[src/design/ctmc_pkg.sv]
`default_nettype none
package ctmc_pkg;

    // Width of a path or tour cost and the value at which costs saturate.
    localparam int CostW = 23;
    localparam logic [CostW-1:0] CostMax = 23'h7FFFFF;

    // Controls how the relaxation unit forms its candidate value.
    typedef struct packed {
        logic sat_en;   // clamp the sum at CostMax
        logic base;     // candidate is the hop alone
    } t_relax_ctl;

endpackage
`default_nettype wire

[src/design/ctmc_relax.sv]
`default_nettype none
module ctmc_relax #(
    parameter int SW = 23,
    parameter int TB = 16
) (
    input  logic [SW-1:0]          i_acc,
    input  logic [TB-1:0]          i_hop,
    input  logic [SW-1:0]          i_cur,
    input  ctmc_pkg::t_relax_ctl   i_ctl,
    output logic                   o_take,
    output logic [SW-1:0]          o_val
);

    logic [SW:0] sum;

    assign sum = {1'b0, i_acc} + (SW+1)'(i_hop);

    always_comb begin
        if (i_ctl.base) begin
            o_val  = SW'(i_hop);
            o_take = 1'b1;
        end else if (i_ctl.sat_en && (sum > (SW+1)'(ctmc_pkg::CostMax))) begin
            o_val  = SW'(ctmc_pkg::CostMax);
            o_take = (SW'(ctmc_pkg::CostMax) < i_cur);
        end else begin
            // Without clamping the full sum is compared, so an overflow of
            // the stored width never looks like an improvement.
            o_val  = sum[SW-1:0];
            o_take = (sum < {1'b0, i_cur});
        end
    end

endmodule
`default_nettype wire

[config.mk]
export PLATFORM = sky130hd
export DESIGN_NAME = ctmc_relax
export DESIGN_NICKNAME = d
export VERILOG_FILES = /design/src/design/ctmc_pkg.sv /design/src/design/ctmc_relax.sv
export SDC_FILE = /design/constraint.sdc
export NUM_CORES = 1
export LEC_CHECK = 0
export ABC_CLOCK_PERIOD_IN_PS = 4900
export BUFFER_PORTS_ARGS = -buffer_cell sky130_fd_sc_hd__buf_2
export CAP_MARGIN = 40
export CORE_AREA = 2 2 65 67
export DETAILED_ROUTE_END_ITERATION = 8
export DIE_AREA = 0 0 67 69
export PLACE_DENSITY = 0.83
export SYNTH_ARGS = -nofsm -noshare
export SYNTH_HDL_FRONTEND = slang
export SYNTH_SLANG_ARGS = --single-unit
[constraint.sdc]
create_clock -name vclk -period 4.9
set_input_delay 0.735 -clock vclk [all_inputs]
set_output_delay 0.735 -clock vclk [all_outputs]
set_load 0.01 [all_outputs]
# Yosys cells after proc, flatten, opt, wreduce, memory -nomap -nowiden
# Cells that the tools add are included.
op_classes:
  n_lt_le_gt_ge: 3
  muxes: 4
  add_sub_neg: 1
  n_reduce_logical: 1
ops:
  columns: ["cell", "count"]
  rows:
  - ["2-to-1 mux 23 bit", 2]
  - ["adder 23 x 16 -> 24 bit", 1]
  - ["> comparator 24 x 23 -> 1 bit, second input constant", 1]
  - ["less-than comparator 24 x 23 -> 1 bit", 1]
  - ["less-than comparator 23 bit, first input constant", 1]
  - ["2-to-1 mux 1 bit", 2]
  - ["logical AND 1 bit", 1]
totals:
  word_cells: 9
  in_bits: 64
  ff_bits: 0
  out_inout_bits: 24

# Logic depth before layout (Yosys ltp)
depth:
  word_depth: 5
  mapped_depth: 16

# Worst setup path before layout
# Ideal clock, no wire load.
synth_timing:
  path_type: "in2out"
  from: "in i_acc[0]"
  to: "out o_take"
  path_slack_ns: 0.493
  path_buffers: 0
  t_arrival_ns: 3.672
  cell_stages: 16
  cell_sequence: "ha_1 -> inv_1 -> fa_1 -> nor2b_1 -> o31ai_1 -> a21o_1 -> a21oi_1 -> o21ai_0 -> xnor2_1 -> ha_1 -> o211ai_1 -> or2_2 -> nor2_1 -> o2111ai_1 -> a21o_1 -> a31o_2"
synth_via:
  elab_chain_len: 5
synth_lines:
  columns: ["element", "line", "rtl"]
  rows:
  - ["start: declaration", "ctmc_relax.sv:6", "input logic [SW-1:0] i_acc,"]
  - ["adder 23 x 16 -> 24 bit (*)", "ctmc_relax.sv:16", "assign sum = {1'b0, i_acc} + (SW+1)'(i_hop);"]
  - ["> comparator 24 x 23 -> 1 bit", "ctmc_relax.sv:22", "end else if (i_ctl.sat_en && (sum > (SW+1)'(ctmc_pkg::CostMax))) begin"]
  - ["logical AND 1 bit", "ctmc_relax.sv:22", null]
  - ["2-to-1 mux 1 bit (*)", "ctmc_relax.sv:22", null]
  - ["2-to-1 mux 1 bit (*)", "ctmc_relax.sv:19", "if (i_ctl.base) begin"]
  - ["end: declaration", "ctmc_relax.sv:10", "output logic o_take,"]
# Every way passes the cells marked *; elsewhere a longest branch is shown, timed or not.

# Final worst setup path
layout_timing:
  from: "in i_hop[0]"
  to: "out o_take"
layout_via:
  elab_chain_len: 5
layout_lines:
  columns: ["element", "line", "rtl"]
  rows:
  - ["start: declaration", "ctmc_relax.sv:7", "input logic [TB-1:0] i_hop,"]
  - ["adder 23 x 16 -> 24 bit (*)", "ctmc_relax.sv:16", null]
  - ["> comparator 24 x 23 -> 1 bit", "ctmc_relax.sv:22", null]
  - ["logical AND 1 bit", "ctmc_relax.sv:22", null]
  - ["2-to-1 mux 1 bit (*)", "ctmc_relax.sv:22", null]
  - ["2-to-1 mux 1 bit (*)", "ctmc_relax.sv:19", null]
# Marks and branches as above.

==> flow_summary.yaml <==
outcome:
  status: "complete, no violations"
timing:
  worstMarginPinSlew_ns: 0.610
  finalCriticalPeriod_ns: 4.74
  setup_viol: 0
  drv_slew: 0
  max_freq_mhz: 211
  relSlewSlack: 0.591
  min_period_over_period: 0.967
  hold_viol_final: 0
setup_path:
  worstSetupEndpoint: "o_take"
  end_kind: "primary output"
  setup.worst_path.start_class: "primary input"
  startpoint: "i_hop[0]"
  critical_path_required_ns: 4.16
  critical_path_class: "primary input to primary output"
  critPathArrivalTime_ns: 4.00
  path_max_fanout: 4
placed_design:
  gp_congestion: 0.928
  dpl.hpwl_um: 4790
  port_buffers: 88
  placed_cells: 393
final_layout:
  utilization: 0.619
  num-nets-final: 448
  layout_common_cells: "88 x buf_2, 38 x ha_1, 29 x inv_1"
  register_area_um2: 0
  area_growth_pct: 26.5
  num_antenna_cells: 0
  final_common_cell: "buf_2"
  nClkBuffers: 0
  seq_cell_count: 0
  final_cells: 393
  drive_gt1_frac: 0.356
min_path:
  min_from: "i_hop[7]"
  min_path_type: "primary input to primary output"
routing:
  drtIter0Drc: 67
  wl_per_cell_um: 14.2
  first_pass_iters: 4
  drcViolationCount: 0
  wirelength_um: 5600
  antenna_left: 0
  vias_per_cell: 5.72
  vias: 2248
synthesis:
  synth_area_mm2: 0.00191
  synthCells: 259
  avgSynthCellArea_um2: 7.39
  synthTopCellsByArea: "ha_1 25%, xnor2_1 5.9%, a21oi_1 5.8%"
  synthesis.nets: 362
  synth_top_area_frac: 0.248
  synth-seq-area-share: 0
  yosys.area.top_type: "ha_1"
  yosysWarningCount: 0
  ys_types: 58
floorplan:
  row_count: 23
  fp.dieH_um: 69
  die_w_um: 67
  io_pins: 88
  start_util: 0.489
  core_mm2: 0.00391
  die_area_mm2: 0.00462
power_and_ir_drop:
  p_leak_nw: 1.29
  peakVddDrop_uv: 69.6
  powerDensity_mw_per_mm2: 132
global_route:
  grt_antenna_before_repair: 0
  grt_pass1_wl_um: 9160
  grt_pass1_vias: 2199
  grt_usage: 0.237
  grt_start_max_net_pins: 19
  grt_overflow: 0
run:
  cap_violations: 0
cts:
  postCtsSetupBuffers: 0
  cts_hold_buf: 0
  cts_resized: 0
-- worst max-delay path, cell delays in order --
cell       delay, ns
buf_2           0.11
ha_1            0.21
inv_1           0.09
fa_2            0.23
nor2b_2         0.06
o31ai_1         0.27
a21o_1          0.27
a31oi_4         0.11
and3_1          0.19
or2_2           0.27
ha_1            0.27
o211ai_1        0.09
or2_2           0.30
nor2_1          0.12
o2111ai_1       0.13
a21o_1          0.17
a31o_2          0.24
buf_2           0.14
-- layer usage --
metal	vias to the layer above	part of all wire	GRT usage
met5	-	0	0
met4	0	0.0036	0.0363
met3	2	0.065	0.0131
met2	84	0.50	0.421
met1	1017	0.43	0.312
li1	1145	-	-
-- through the flow --
stage	setup TNS (ns)	cell area [um2]	setup slack, ns	hold slack, ns	power, mW
final	0	2420	0.164	1.79	0.320
after global routing	-0.00393	2420	-0.00393	1.80	0.358
after CTS	0	2390	0.0243	1.79	0.315
after detailed placement	0	2390	0.0375	1.79	0.313
after global placement	0	2390	0.167	1.79	0.307
after floorplan	0	1910	0.493	1.61	0.216
-- synthesized netlist by cell type (2+ instances only) --
cell       number
nand4_1         2
xor2_1          5
nor2_1         12
ha_1           38
a211o_1         2
a31o_2          3
nor3_1          2
o22a_2          8
o21ai_0        13
o21ai_2         2
o31a_2          4
xnor2_1        13
nor2b_1         3
nor3b_1         2
o22a_1          4
o211ai_1        3
o2111ai_1       2
a21oi_1        22
a21o_1         10
o211a_1         4
a31oi_1         3
a21oi_2         2
nand3_1         8
nand2_1        13
o21a_1          3
a211oi_1        4
and3_1          3
inv_1          29
or2_2           2
and3_2          2
nand2b_1        5
and2_1          5
-- cell families (layout without fill, tap and decap cells) --
kind of cell / after synthesis / in the layout / synth area share
compound gates: 102 / 102 / 0.397
simple gates: 64 / 64 / 0.180
fa+ha+maj: 39 / 39 / 0.259
buf+inv: 35 / 119 / 0.0765
xor+xnor: 18 / 18 / 0.0824
mux: 1 / 1 / 0.00523
-- area by class of cell --
cell class,instances,area [um2]
multi-input combinational,224,1800
timing repair buffer,89,448
fill,399,1490
inverter,30,113
tap,50,62.6
-- worst min-delay path by stage --
| stage | end | depth (start not counted) |
|---|---|---|
| floorplan | o_val[0] | 1 |
| global placement | o_val[7] | 3 |
| detailed placement | o_val[9] | 3 |
| CTS | o_val[9] | 3 |
| global route | o_val[3] | 3 |
| finish | o_val[7] | 3 |
-- power by group --
group          internal [mW]  switching [mW]
Combinational          0.148           0.172
Sequential                 0               0
Clock                      0               0
Power figures use the tool's default switching activity.
